### src/sv/wsd_pkg.sv
// Package for the WebSocket frame deframer: shared types, codes and constants.
// Used by wsd_front, wsd_queue, wsd_back and websocket_frame_deframer.
`timescale 1ns / 1ps

package wsd_pkg;

  localparam int unsigned QueueDepth = 2;

  localparam logic [15:0] MaxFrameSizeReset = 16'hffff;
  localparam logic [6:0]  LenExt16          = 7'd126;
  localparam logic [6:0]  LenExt64          = 7'd127;
  localparam logic [3:0]  OpClose           = 4'h8;
  localparam logic [3:0]  HdrExt16Done      = 4'd4;
  localparam logic [3:0]  HdrExt64Done      = 4'd10;
  localparam logic [1:0]  LastKeyIdx        = 2'd3;

  typedef enum logic [1:0] {
    KIND_DATA  = 2'd0,
    KIND_EMPTY = 2'd1,
    KIND_CLOSE = 2'd2,
    KIND_BIG   = 2'd3
  } kind_e;

  typedef enum logic [5:0] {
    PH_FIRST = 6'b000001,
    PH_LEN   = 6'b000010,
    PH_EXT16 = 6'b000100,
    PH_EXT64 = 6'b001000,
    PH_MASK  = 6'b010000,
    PH_DATA  = 6'b100000
  } phase_e;

  typedef struct packed {
    kind_e      kind;
    logic [7:0] raw;
    logic [7:0] key;
    logic       frame_end;
  } entry_t;

endpackage

### src/sv/wsd_front.sv
// Front part of the deframer: parses frame headers and classifies each byte.
// Depends on wsd_pkg; pushes one entry per result into wsd_queue.
`timescale 1ns / 1ps

module wsd_front (
  input  logic            clk_i,
  input  logic            rst_ni,
  input  logic            accept_i,
  input  logic [7:0]      rx_byte_i,
  input  logic [15:0]     max_frame_size_i,
  output logic            push_o,
  output wsd_pkg::entry_t entry_o
);
  import wsd_pkg::*;

  phase_e      phase_q, phase_d;
  logic [3:0]  hdr_q, hdr_d;
  logic [63:0] remain_q, remain_d;
  logic [31:0] key_q, key_d;
  logic [1:0]  midx_q, midx_d;
  logic        close_q, close_d;
  logic        halted_q, halted_d;

  logic [3:0]  hdr_inc;
  logic [16:0] size_sum;
  logic        too_large;
  logic        last_byte;
  logic [7:0]  key_byte;
  logic [6:0]  len7;

  assign hdr_inc   = hdr_q + 4'd1;
  assign size_sum  = {1'b0, remain_q[15:0]} + {13'd0, hdr_inc};
  assign too_large = (|remain_q[63:16]) || (size_sum >= {1'b0, max_frame_size_i});
  assign last_byte = (remain_q == 64'd1);
  assign len7      = rx_byte_i[6:0];

  always_comb begin
    case (midx_q)
      2'd0:    key_byte = key_q[31:24];
      2'd1:    key_byte = key_q[23:16];
      2'd2:    key_byte = key_q[15:8];
      default: key_byte = key_q[7:0];
    endcase
  end

  always_comb begin
    phase_d  = phase_q;
    hdr_d    = hdr_q;
    remain_d = remain_q;
    key_d    = key_q;
    midx_d   = midx_q;
    close_d  = close_q;
    halted_d = halted_q;
    push_o   = 1'b0;
    entry_o  = '{kind: KIND_DATA, raw: 8'd0, key: 8'd0, frame_end: 1'b1};
    if (accept_i && !halted_q) begin
      unique case (phase_q)
        PH_FIRST: begin
          close_d  = (rx_byte_i[3:0] == OpClose);
          hdr_d    = 4'd1;
          remain_d = 64'd0;
          key_d    = 32'd0;
          midx_d   = 2'd0;
          phase_d  = PH_LEN;
        end
        PH_LEN: begin
          hdr_d = 4'd2;
          if (len7 == LenExt16) begin
            phase_d = PH_EXT16;
          end else if (len7 == LenExt64) begin
            phase_d = PH_EXT64;
          end else begin
            remain_d = {57'd0, len7};
            phase_d  = PH_MASK;
          end
        end
        PH_EXT16, PH_EXT64: begin
          remain_d = {remain_q[55:0], rx_byte_i};
          hdr_d    = hdr_inc;
          if ((phase_q == PH_EXT16 && hdr_inc >= HdrExt16Done) ||
              (phase_q == PH_EXT64 && hdr_inc >= HdrExt64Done)) begin
            phase_d = PH_MASK;
          end
        end
        PH_MASK: begin
          key_d = {key_q[23:0], rx_byte_i};
          hdr_d = hdr_inc;
          if (midx_q != LastKeyIdx) begin
            midx_d = midx_q + 2'd1;
          end else begin
            midx_d = 2'd0;
            if (too_large) begin
              halted_d      = 1'b1;
              push_o        = 1'b1;
              entry_o.kind  = KIND_BIG;
            end else if (remain_q == 64'd0) begin
              phase_d = PH_FIRST;
              push_o  = 1'b1;
              if (close_q) begin
                halted_d     = 1'b1;
                entry_o.kind = KIND_CLOSE;
              end else begin
                entry_o.kind = KIND_EMPTY;
              end
            end else begin
              phase_d = PH_DATA;
            end
          end
        end
        PH_DATA: begin
          midx_d   = midx_q + 2'd1;
          remain_d = remain_q - 64'd1;
          if (last_byte) begin
            phase_d = PH_FIRST;
          end
          if (close_q) begin
            if (last_byte) begin
              halted_d     = 1'b1;
              push_o       = 1'b1;
              entry_o.kind = KIND_CLOSE;
            end
          end else begin
            push_o  = 1'b1;
            entry_o = '{kind: KIND_DATA, raw: rx_byte_i, key: key_byte,
                        frame_end: last_byte};
          end
        end
        default: begin
          phase_d = PH_FIRST;
        end
      endcase
    end
  end

  always_ff @(posedge clk_i or negedge rst_ni) begin
    if (!rst_ni) begin
      phase_q  <= PH_FIRST;
      hdr_q    <= 4'd0;
      remain_q <= 64'd0;
      key_q    <= 32'd0;
      midx_q   <= 2'd0;
      close_q  <= 1'b0;
      halted_q <= 1'b0;
    end else begin
      phase_q  <= phase_d;
      hdr_q    <= hdr_d;
      remain_q <= remain_d;
      key_q    <= key_d;
      midx_q   <= midx_d;
      close_q  <= close_d;
      halted_q <= halted_d;
    end
  end

endmodule

### src/sv/wsd_queue.sv
// Short first-in first-out queue of result entries between front and back.
// Depends on wsd_pkg for the entry type.
`timescale 1ns / 1ps

module wsd_queue #(
  parameter int unsigned Depth = wsd_pkg::QueueDepth
) (
  input  logic            clk_i,
  input  logic            rst_ni,
  input  logic            wr_i,
  input  wsd_pkg::entry_t wdata_i,
  input  logic            rd_i,
  output wsd_pkg::entry_t rdata_o,
  output logic            full_o,
  output logic            empty_o
);
  import wsd_pkg::*;

  localparam int unsigned PtrW = (Depth > 1) ? $clog2(Depth) : 1;
  localparam int unsigned CntW = $clog2(Depth + 1);
  localparam logic [PtrW-1:0] LastPtr = PtrW'(Depth - 1);

  entry_t          mem_q [Depth];
  logic [PtrW-1:0] wptr_q, rptr_q;
  logic [CntW-1:0] cnt_q;
  logic            do_wr, do_rd;

  assign full_o  = (cnt_q == CntW'(Depth));
  assign empty_o = (cnt_q == '0);
  assign do_wr   = wr_i && !full_o;
  assign do_rd   = rd_i && !empty_o;
  assign rdata_o = mem_q[rptr_q];

  always_ff @(posedge clk_i) begin
    if (do_wr) begin
      mem_q[wptr_q] <= wdata_i;
    end
  end

  always_ff @(posedge clk_i or negedge rst_ni) begin
    if (!rst_ni) begin
      wptr_q <= '0;
      rptr_q <= '0;
      cnt_q  <= '0;
    end else begin
      if (do_wr) begin
        wptr_q <= (wptr_q == LastPtr) ? '0 : wptr_q + PtrW'(1);
      end
      if (do_rd) begin
        rptr_q <= (rptr_q == LastPtr) ? '0 : rptr_q + PtrW'(1);
      end
      if (do_wr && !do_rd) begin
        cnt_q <= cnt_q + CntW'(1);
      end else if (do_rd && !do_wr) begin
        cnt_q <= cnt_q - CntW'(1);
      end
    end
  end

endmodule

### src/sv/wsd_back.sv
// Back part of the deframer: unmasks queued entries into the result register.
// Depends on wsd_pkg; drains wsd_queue and drives the result side.
`timescale 1ns / 1ps

module wsd_back (
  input  logic            clk_i,
  input  logic            rst_ni,
  input  logic            q_empty_i,
  input  wsd_pkg::entry_t q_data_i,
  output logic            q_rd_o,
  input  logic            pop_i,
  output logic            empty_o,
  output logic [1:0]      kind_o,
  output logic [7:0]      payload_byte_o,
  output logic            frame_end_o
);
  import wsd_pkg::*;

  logic       valid_q;
  kind_e      kind_q;
  logic [7:0] byte_q;
  logic       end_q;

  assign q_rd_o  = !q_empty_i && (!valid_q || pop_i);
  assign empty_o = !valid_q;

  always_ff @(posedge clk_i or negedge rst_ni) begin
    if (!rst_ni) begin
      valid_q <= 1'b0;
    end else if (q_rd_o) begin
      valid_q <= 1'b1;
    end else if (pop_i) begin
      valid_q <= 1'b0;
    end
  end

  always_ff @(posedge clk_i) begin
    if (q_rd_o) begin
      kind_q <= q_data_i.kind;
      byte_q <= q_data_i.raw ^ q_data_i.key;
      end_q  <= q_data_i.frame_end;
    end
  end

  assign kind_o         = kind_q;
  assign payload_byte_o = byte_q;
  assign frame_end_o    = end_q;

endmodule

### src/sv/websocket_frame_deframer.sv
// WebSocket frame deframer: usage notes.
// Received bytes enter on rx_byte_i through a queue-style port: a byte is
// taken at a clock edge where push is high and full is low. Results leave
// through a queue-style port: while empty is low, kind_o, payload_byte_o and
// frame_end_o show the oldest result, and it is taken where pop is high.
// Header bytes give no result; payload bytes are unmasked and given as
// payload results; an empty data frame, a close frame or an oversized frame
// gives one result marked as frame end. After a close or oversize result
// the block takes further bytes and drops them until reset.
// One byte is taken in every cycle while full is low; when the receiver
// keeps up, the parser writes each result into the queue as its byte is
// taken, and the queue entry then moves into the unmask register that
// drives the outputs.
// A receiver that stalls fills the two-entry queue and the result register;
// full then rises and no byte is lost. Reset clears the parser, the queue
// and the result register and sets max_frame_size to 65535.
// The limit register sits at address 0 of the APB port; the user must write
// it only while the block is idle, which the block itself does not enforce.
`timescale 1ns / 1ps

module websocket_frame_deframer #(
  parameter int unsigned QDepth = wsd_pkg::QueueDepth
) (
  input  logic        clk_i,
  input  logic        rst_ni,
  input  logic        push,
  output logic        full,
  input  logic [7:0]  rx_byte_i,
  output logic        empty,
  input  logic        pop,
  output logic [1:0]  kind_o,
  output logic [7:0]  payload_byte_o,
  output logic        frame_end_o,
  input  logic        psel,
  input  logic        penable,
  input  logic        pwrite,
  input  logic [2:0]  paddr,
  input  logic [31:0] pwdata,
  output logic [31:0] prdata,
  output logic        pready
);
  import wsd_pkg::*;

  logic [15:0] max_size_q;
  logic        accept;
  logic        f_push;
  entry_t      f_entry;
  entry_t      q_data;
  logic        q_empty;
  logic        q_rd;

  assign pready = 1'b1;
  assign prdata = paddr[2] ? 32'd0 : {16'd0, max_size_q};

  always_ff @(posedge clk_i or negedge rst_ni) begin
    if (!rst_ni) begin
      max_size_q <= MaxFrameSizeReset;
    end else if (psel && penable && pwrite && !paddr[2]) begin
      max_size_q <= pwdata[15:0];
    end
  end

  assign accept = push && !full;

  wsd_front u_front (
    .clk_i            (clk_i),
    .rst_ni           (rst_ni),
    .accept_i         (accept),
    .rx_byte_i        (rx_byte_i),
    .max_frame_size_i (max_size_q),
    .push_o           (f_push),
    .entry_o          (f_entry)
  );

  wsd_queue #(
    .Depth (QDepth)
  ) u_queue (
    .clk_i   (clk_i),
    .rst_ni  (rst_ni),
    .wr_i    (f_push),
    .wdata_i (f_entry),
    .rd_i    (q_rd),
    .rdata_o (q_data),
    .full_o  (full),
    .empty_o (q_empty)
  );

  wsd_back u_back (
    .clk_i          (clk_i),
    .rst_ni         (rst_ni),
    .q_empty_i      (q_empty),
    .q_data_i       (q_data),
    .q_rd_o         (q_rd),
    .pop_i          (pop),
    .empty_o        (empty),
    .kind_o         (kind_o),
    .payload_byte_o (payload_byte_o),
    .frame_end_o    (frame_end_o)
  );

endmodule
### config.mk
export PLATFORM = sky130hd
export DESIGN_NAME = websocket_frame_deframer
export DESIGN_NICKNAME = d
export VERILOG_FILES = /design/src/sv/wsd_pkg.sv /design/src/sv/wsd_front.sv /design/src/sv/wsd_queue.sv /design/src/sv/wsd_back.sv /design/src/sv/websocket_frame_deframer.sv
export SDC_FILE = /design/constraint.sdc
export NUM_CORES = 1
export LEC_CHECK = 0
export ABC_AREA = 1
export BUFFER_PORTS_ARGS = -buffer_cell sky130_fd_sc_hd__buf_2
export CAP_MARGIN = 20
export CORE_MARGIN = 2
export CORE_UTILIZATION = 61
export DETAILED_ROUTE_END_ITERATION = 12
export PLACE_DENSITY = 0.89
export RECOVER_POWER = 25
export REMOVE_ABC_BUFFERS = 1
export SLEW_MARGIN = 10
export SYNTH_ARGS = -nofsm -noshare
export SYNTH_HDL_FRONTEND = slang
export SYNTH_SLANG_ARGS = --single-unit
### constraint.sdc
create_clock -name clk_i -period 6.4 [get_ports clk_i]
set_input_delay 0.96 -clock clk_i [delete_from_list [all_inputs] [get_ports clk_i]]
set_output_delay 0.96 -clock clk_i [all_outputs]
set_load 0.005 [all_outputs]
==> metrics.csv, run 1 <==
metric;value;unit
cts_setup_buffers;0;
yosysTopAreaCellShare;25.8;%
gp_congestion;0.929;
fmax;198;MHz
grt_pass1_vias;9474;
period_share;79.0;%
synth_most_common_cell;nand2_1;
synth_top_flop_cell;dfrtp_1;
status;finished with violations;
rsz0062_at_grt;no;
layout_setup_ws;1340;ps
hold_viol;0;
cts_tree;done;
dp_hpwl;18900;um
stdcell_area;12100;um2
peakVddDrop;0.217;mV
num-nets-final;1552;
row_count;49;
yosysTopAreaCell;dfrtp_1;
crit_required;6730;ps
worstSkewPairLatency;450;ps
first_pass_iters;6;
initial_core_util;61.9;%
synth_cells;1431;
h-tree-depth;4;
violations;max-capacitance violations, max-slew violations;
synth_warnings;0;
clockBufferDepth;2;
avgRoutedWirePerCell;15.9;um
via_count;9988;
postCtsHoldBufs;0;
min_period;5060;ps
async_flop_share;72.8;%
yosys.cell_types.count;48;
place_ws;1500;ps
dp.cells;1682;
ys_seq_elements;180;
synth_common_cells;nand2_1, inv_1, nor2_1;
yosys-top-cells-area;dfrtp_1, edfxtp_1, nand2_1, inv_1, nor2_1;
fin_skew;13.3;ps
cap_violations;1;
start_kind;register;
worstMarginPinSlew;3990;ps
end_kind;register;
synth-edff-count;49;
critical_path_class;register to register;
crit_arrival;5390;ps
grtUsageTotal;28.9;%
post_cts_resized;0;
hp-class;register to register;
final_layout_size_suffix_gt1_share;13.1;%
cpPeakStageDelay;490;ps
clk_pin_slew;80;ps
drcViolationCount;0;
avgSynthCellArea;7.74;um2
grt_pass1_wl;45500;um
drv_slew;73;
layout-area-overhead-vs-synth;8.92;%
place_area;11400;um2
vias_per_cell;5.83;
wirelength;27300;um
core_area;17900;um2
drt.antenna.violating_nets;0;
relSlewSlack;-166;%
io_buffers;60;
crit_top_cell;nand2_1;
n_antenna_cell;0;
fillers;1392;
die_area;19300;um2
grt_max_degree;73;
power_density;233;nW/um2
cp_slowest_cell;nor4_1;
tns;0;ps
fin_cells;1714;
clock-sinks;180;
syn_area;11100;um2
seq_area_frac_synth;43.1;%
antenna_found_initial;0;
die_height;139;um
drt_iter0_drc;1120;
cts_inserted_buffers;17;
die_w;139;um
gr-total-overflow;0;
cts-root-buf;clkbuf_16;
leakage;5.29;nW
cp_max_fo;5;
num_io_pins;96;
setup_viol;0;
## where the power goes
| part | internal (mW) | total, mW | switching (mW) |
|---|---|---|---|
| Combinational | 0.134 | 0.377 | 0.243 |
| Clock | 0.535 | 1.08 | 0.545 |
| Sequential | 1.29 | 1.35 | 0.0639 |
| Total | 1.96 | 2.81 | 0.851 |
## layer usage
layer	track usage [%]	part of all wire, %
met3	5.28	8.1
met5	0	0
met1	38.1	41
met2	47.6	48
met4	12.0	3.3
## sequential cells by signal, summed over array words and instances, names as in the netlist
signal	cells
u_front.remain_q	64
u_queue.mem_q	38
u_front.key_q	32
max_size_q	16
u_back.payload_byte_o	8
u_front.phase_q	6
u_front.hdr_q	4
u_back.kind_o	2
u_front.midx_q	2
u_queue.cnt_q	2
u_back.frame_end_o	1
u_back.valid_q	1
u_front.close_q	1
u_front.halted_q	1
u_queue.rptr_q	1
u_queue.wptr_q	1
## layout by cell type, fill, tap and decap left out, types with 4 or more instances in the layout
cell type and instances:
xor2_1 34, a21oi_1 50, a211oi_1 16, nand2_2 15, ha_1 29, dfrtp_1 114
o21ai_0 106, o32ai_1 4, clkbuf_16 17, inv_8 4, nand2_1 281, buf_4 7
clkinv_8 6, nand3_1 55, nor3_2 4, nor2_2 22, o21ai_1 45, nor3_1 19
buf_2 58, nor2_1 174, inv_1 191, xnor2_1 13, o22ai_1 59, edfxtp_1 49
nor2_4 10, conb_1 17, dfstp_2 17, nand4_1 18, inv_2 13
## worst max-delay path, delay by kind of cell (launching register included)
kind	cells	cell delay, ps
simple gates	16	1980
fa+ha+maj	4	1170
xor+xnor	3	700
flops	1	440
compound gates	4	440
buf+inv	3	200
## final timing paths
check	from	end	slack, ps	cells after the start
setup / recovery	u_front.hdr_q[0]$_DFFE_PN0P_	u_queue.cnt_q[1]$_DFFE_PN0P_	1340	30
hold / removal	u_front.phase_q[0]$_DFFE_PN1P_	u_front.phase_q[0]$_DFFE_PN1P_	510	2
setup reg to reg	u_front.hdr_q[0]$_DFFE_PN0P_	u_queue.cnt_q[1]$_DFFE_PN0P_	1340	30
hold reg to reg	u_front.phase_q[0]$_DFFE_PN1P_	u_front.phase_q[0]$_DFFE_PN1P_	510	2
max in group asynchronous	rst_ni	u_front.phase_q[2]$_DFFE_PN0P_	2170	2
min in group asynchronous	rst_ni	u_front.remain_q[33]$_DFFE_PN0P_	1890	1
## cells by family after synthesis
logic type	count (synthesis)	share of synthesized area, %
buffers and inverters	267	10.1
adder cells (fa/ha/maj)	30	3.46
other	2	0.0678
XOR/XNOR	47	3.72
AO/OA/AOI/OAI	287	14.4
flip-flops	180	43.1
AND/OR/NAND/NOR	618	25.2
## layout make-up
type,instances,area [um2],area share (%)
Clock buffer,17,425,3.53
Multi-Input combinational cell,999,5250,43.5
Timing Repair Buffer,68,365,3.03
Clock inverter,15,193,1.60
Sequential cell,180,4770,39.5
Tap cell,229,287,2.37
Inverter,206,773,6.41
## through the flow
step / hold slack [ps] / utilization, % / power (mW)
2_1_floorplan: 462 / - / 1.60
3_3_place_gp: 476 / 63.9 / 1.73
3_5_place_dp: 493 / 64.0 / 1.75
4_1_cts: 502 / 67.4 / 2.82
5_1_grt: 517 / 67.4 / 2.93
6_report: 505 / 67.4 / 2.81
Power figures use the tool's default switching activity.
==> inputs of run 2 (changes only) <==
--- a/config.mk
+++ b/config.mk
@@ -9,9 +9,9 @@
 export BUFFER_PORTS_ARGS = -buffer_cell sky130_fd_sc_hd__buf_2
 export CAP_MARGIN = 20
 export CORE_MARGIN = 2
-export CORE_UTILIZATION = 61
+export CORE_UTILIZATION = 55
 export DETAILED_ROUTE_END_ITERATION = 12
-export PLACE_DENSITY = 0.89
+export PLACE_DENSITY = 0.85
 export RECOVER_POWER = 25
 export REMOVE_ABC_BUFFERS = 1
 export SLEW_MARGIN = 10
==> constraint.sdc (replaced) <==
create_clock -name clk_i -period 4.2 [get_ports clk_i]
set_input_delay 0.63 -clock clk_i [delete_from_list [all_inputs] [get_ports clk_i]]
set_output_delay 0.63 -clock clk_i [all_outputs]
set_load 0.005 [all_outputs]
==> run 2 against run 1 <==
Compared with the run above:
- the flow still finishes with violations (max-capacitance violations, max-slew violations)
- non-clock buffer count grew 20
- die area grew 11%
- wire length increased by 4.0%
- first-iteration DRC count down 25%
- count of clock-buffer cells in the layout stayed put
- power rose by 57%
- final cell count rose by 3.3%
- largest power group unchanged
==> metrics.csv, run 2 (synthesized netlist as in run 1, its figures left out) <==
metric;value;unit
hp-class;input port to register;
avgRoutedWirePerCell;16.0;um
period_share;96.7;%
p_sw_share;31.1;%
r2r_end;u_queue.mem_q[0][9]$_DFFE_PP_;
regMostFlops;u_front.remain_q;
die_w;146;um
fillers;1625;
final_cell_mix;nand2_1, inv_1, nor2_1;
rsz0062_at_grt;yes;
crit_buf_inv;7;
internal_power;3.03;mW
first_pass_iters;7;
die_height;146;um
drcViolationCount;0;
io_buffers;60;
cp_max_fo;19;
p_total;4.39;mW
hold_ws;395;ps
num_io_pins;96;
wirelength;28400;um
p_comb_share;14.4;%
status;finished with violations;
layout-area-overhead-vs-synth;12.7;%
cts_inserted_buffers;17;
min_period;4060;ps
via_count;9993;
num-nets-final;1572;
drv_slew;38;
worstSkewPairLatency;440;ps
start_kind;register;
crit_required;4360;ps
violations;max-capacitance violations, max-slew violations;
power_density;352;nW/um2
cp_slowest_cell;dfrtp_1;
n_antenna_cell;0;
cap_violations;1;
hold_viol;0;
postCtsHoldBufs;0;
row_count;51;
place_area;11600;um2
dp_hpwl;19400;um
min-delay-start;pop;
whs_path_depth;2;
worstMarginPinSlew;2220;ps
grtUsageTotal;26.8;%
cts_tree;done;
clock-sinks;180;
largest_reg_flops;64;
seqPwrFrac;46.9;%
final_util;63.7;%
grt_pass1_wl;46700;um
gr-total-overflow;0;
gp_congestion;0.910;
final_layout_size_suffix_gt1_share;16.1;%
core_area;19600;um2
clk_pin_slew;80;ps
die_area;21300;um2
top_regs;u_front.remain_q x64, u_queue.mem_q x38, u_front.key_q x32;
setup_viol;0;
r2r_setup_slack;140;ps
pwr-share-clk;38.8;%
min_to;u_back.valid_q$_DFFE_PN0P_;
p_sw;1.37;mW
initial_core_util;56.5;%
rr_startpoint;u_front.hdr_q[0]$_DFFE_PN0P_;
relSlewSlack;-48.1;%
critical_path_class;register to register;
r2r_cells;28;
fin_skew;12.9;ps
stdcell_area;12500;um2
cp_top_family;simple AND/OR/NAND/NOR gates;
cpPeakStageDelay;400;ps
leakage;5.42;nW
fmax;246;MHz
peakVddDrop;0.299;mV
vias_per_cell;5.65;
antenna_found_initial;0;
clockBufferDepth;2;
grt_pass1_vias;9671;
h-tree-depth;4;
drt.antenna.violating_nets;0;
cts-root-buf;clkbuf_16;
crit_top_cell;nand2_1;
drt_iter0_drc;840;
grt_max_degree;66;
crit_arrival;4220;ps
layout_commonest_cell;nand2_1;
end_kind;register;
[run 2: changes by cell type in the layout (fill, tap and decap cells not counted), moves of 3 or more]
cell	previous run	this run
nand2_1	281	278
nor2_1	174	169
inv_1	191	187
buf_4	7	20
nand3_1	55	52
ha_4	0	5
inv_12	1	5
nand3_2	2	5
inv_2	13	17
nor2_2	22	27
buf_12	0	3
a21oi_1	50	45
a21oi_2	0	4
ha_1	29	23
[run 2: worst max path at each step]
stage,end,slack (ps),depth (start not counted),startpoint
2_1_floorplan,u_queue.mem_q[1][0]$_DFFE_PP_,-370,26,u_front.hdr_q[0]$_DFFE_PN0P_
3_3_place_gp,u_queue.cnt_q[1]$_DFFE_PN0P_,70,30,u_front.hdr_q[0]$_DFFE_PN0P_
3_5_place_dp,u_queue.cnt_q[1]$_DFFE_PN0P_,-90,30,u_front.hdr_q[0]$_DFFE_PN0P_
4_1_cts,u_queue.cnt_q[1]$_DFFE_PN0P_,60,30,u_front.hdr_q[0]$_DFFE_PN0P_
5_1_grt,u_queue.cnt_q[1]$_DFFE_PN0P_,-130,28,u_front.hdr_q[0]$_DFFE_PN0P_
6_report,u_queue.mem_q[0][9]$_DFFE_PP_,140,28,u_front.hdr_q[0]$_DFFE_PN0P_
[run 2: metrics by stage]
step / TNS (ps) / instances / setup WS [ps]
floorplan: -13960 / 1385 / -368
global route: -1290 / 1770 / -134
CTS: 0 / 1765 / 64.3
global placement: 0 / 1731 / 69.2
finish: 0 / 1770 / 138
detailed placement: -89.1 / 1732 / -89.1
[run 2: timing repair]
| item | in CTS | in global routing |
|---|---|---|
| pin swaps | 4 | 17 |
| setup endpoints to repair | 2 | 42 |
| setup buffers | 1 | 5 |
| gates resized for setup | 9 | 30 |
| endpoints found under the hold margin | 0 | 0 |
[run 2: per-layer routing]
| metal | vias to the layer above | global-route usage [%] | wire, um |
|---|---|---|---|
| met3 | 83 | 4.67 | 1990 |
| met1 | 4672 | 35.0 | 11900 |
| li1 | 4782 | - | - |
| met4 | 0 | 11.2 | 886 |
| met5 | - | 0 | 0 |
| met2 | 456 | 44.2 | 13600 |
[run 2: cell type report]
class                      instances  area, um2  share of cell area [%]
multi-input combinational        999       5430                    43.5
sequential                       180       4770                    38.2
inverter                         206        773                    6.19
timing repair buffer              88        548                    4.39
clock buffer                      17        425                    3.41
tap                              265        332                    2.66
clock inverter                    15        206                    1.65
[run 2: power groups by stage]
stage          logic [mW]  registers, mW  clock network [mW]
2_1_floorplan       0.359           2.07                   0
3_3_place_gp        0.566           2.08                   0
3_5_place_dp        0.593           2.09                   0
4_1_cts             0.611           2.06                1.71
5_1_grt             0.718           2.07                1.78
6_report            0.631           2.06                1.70
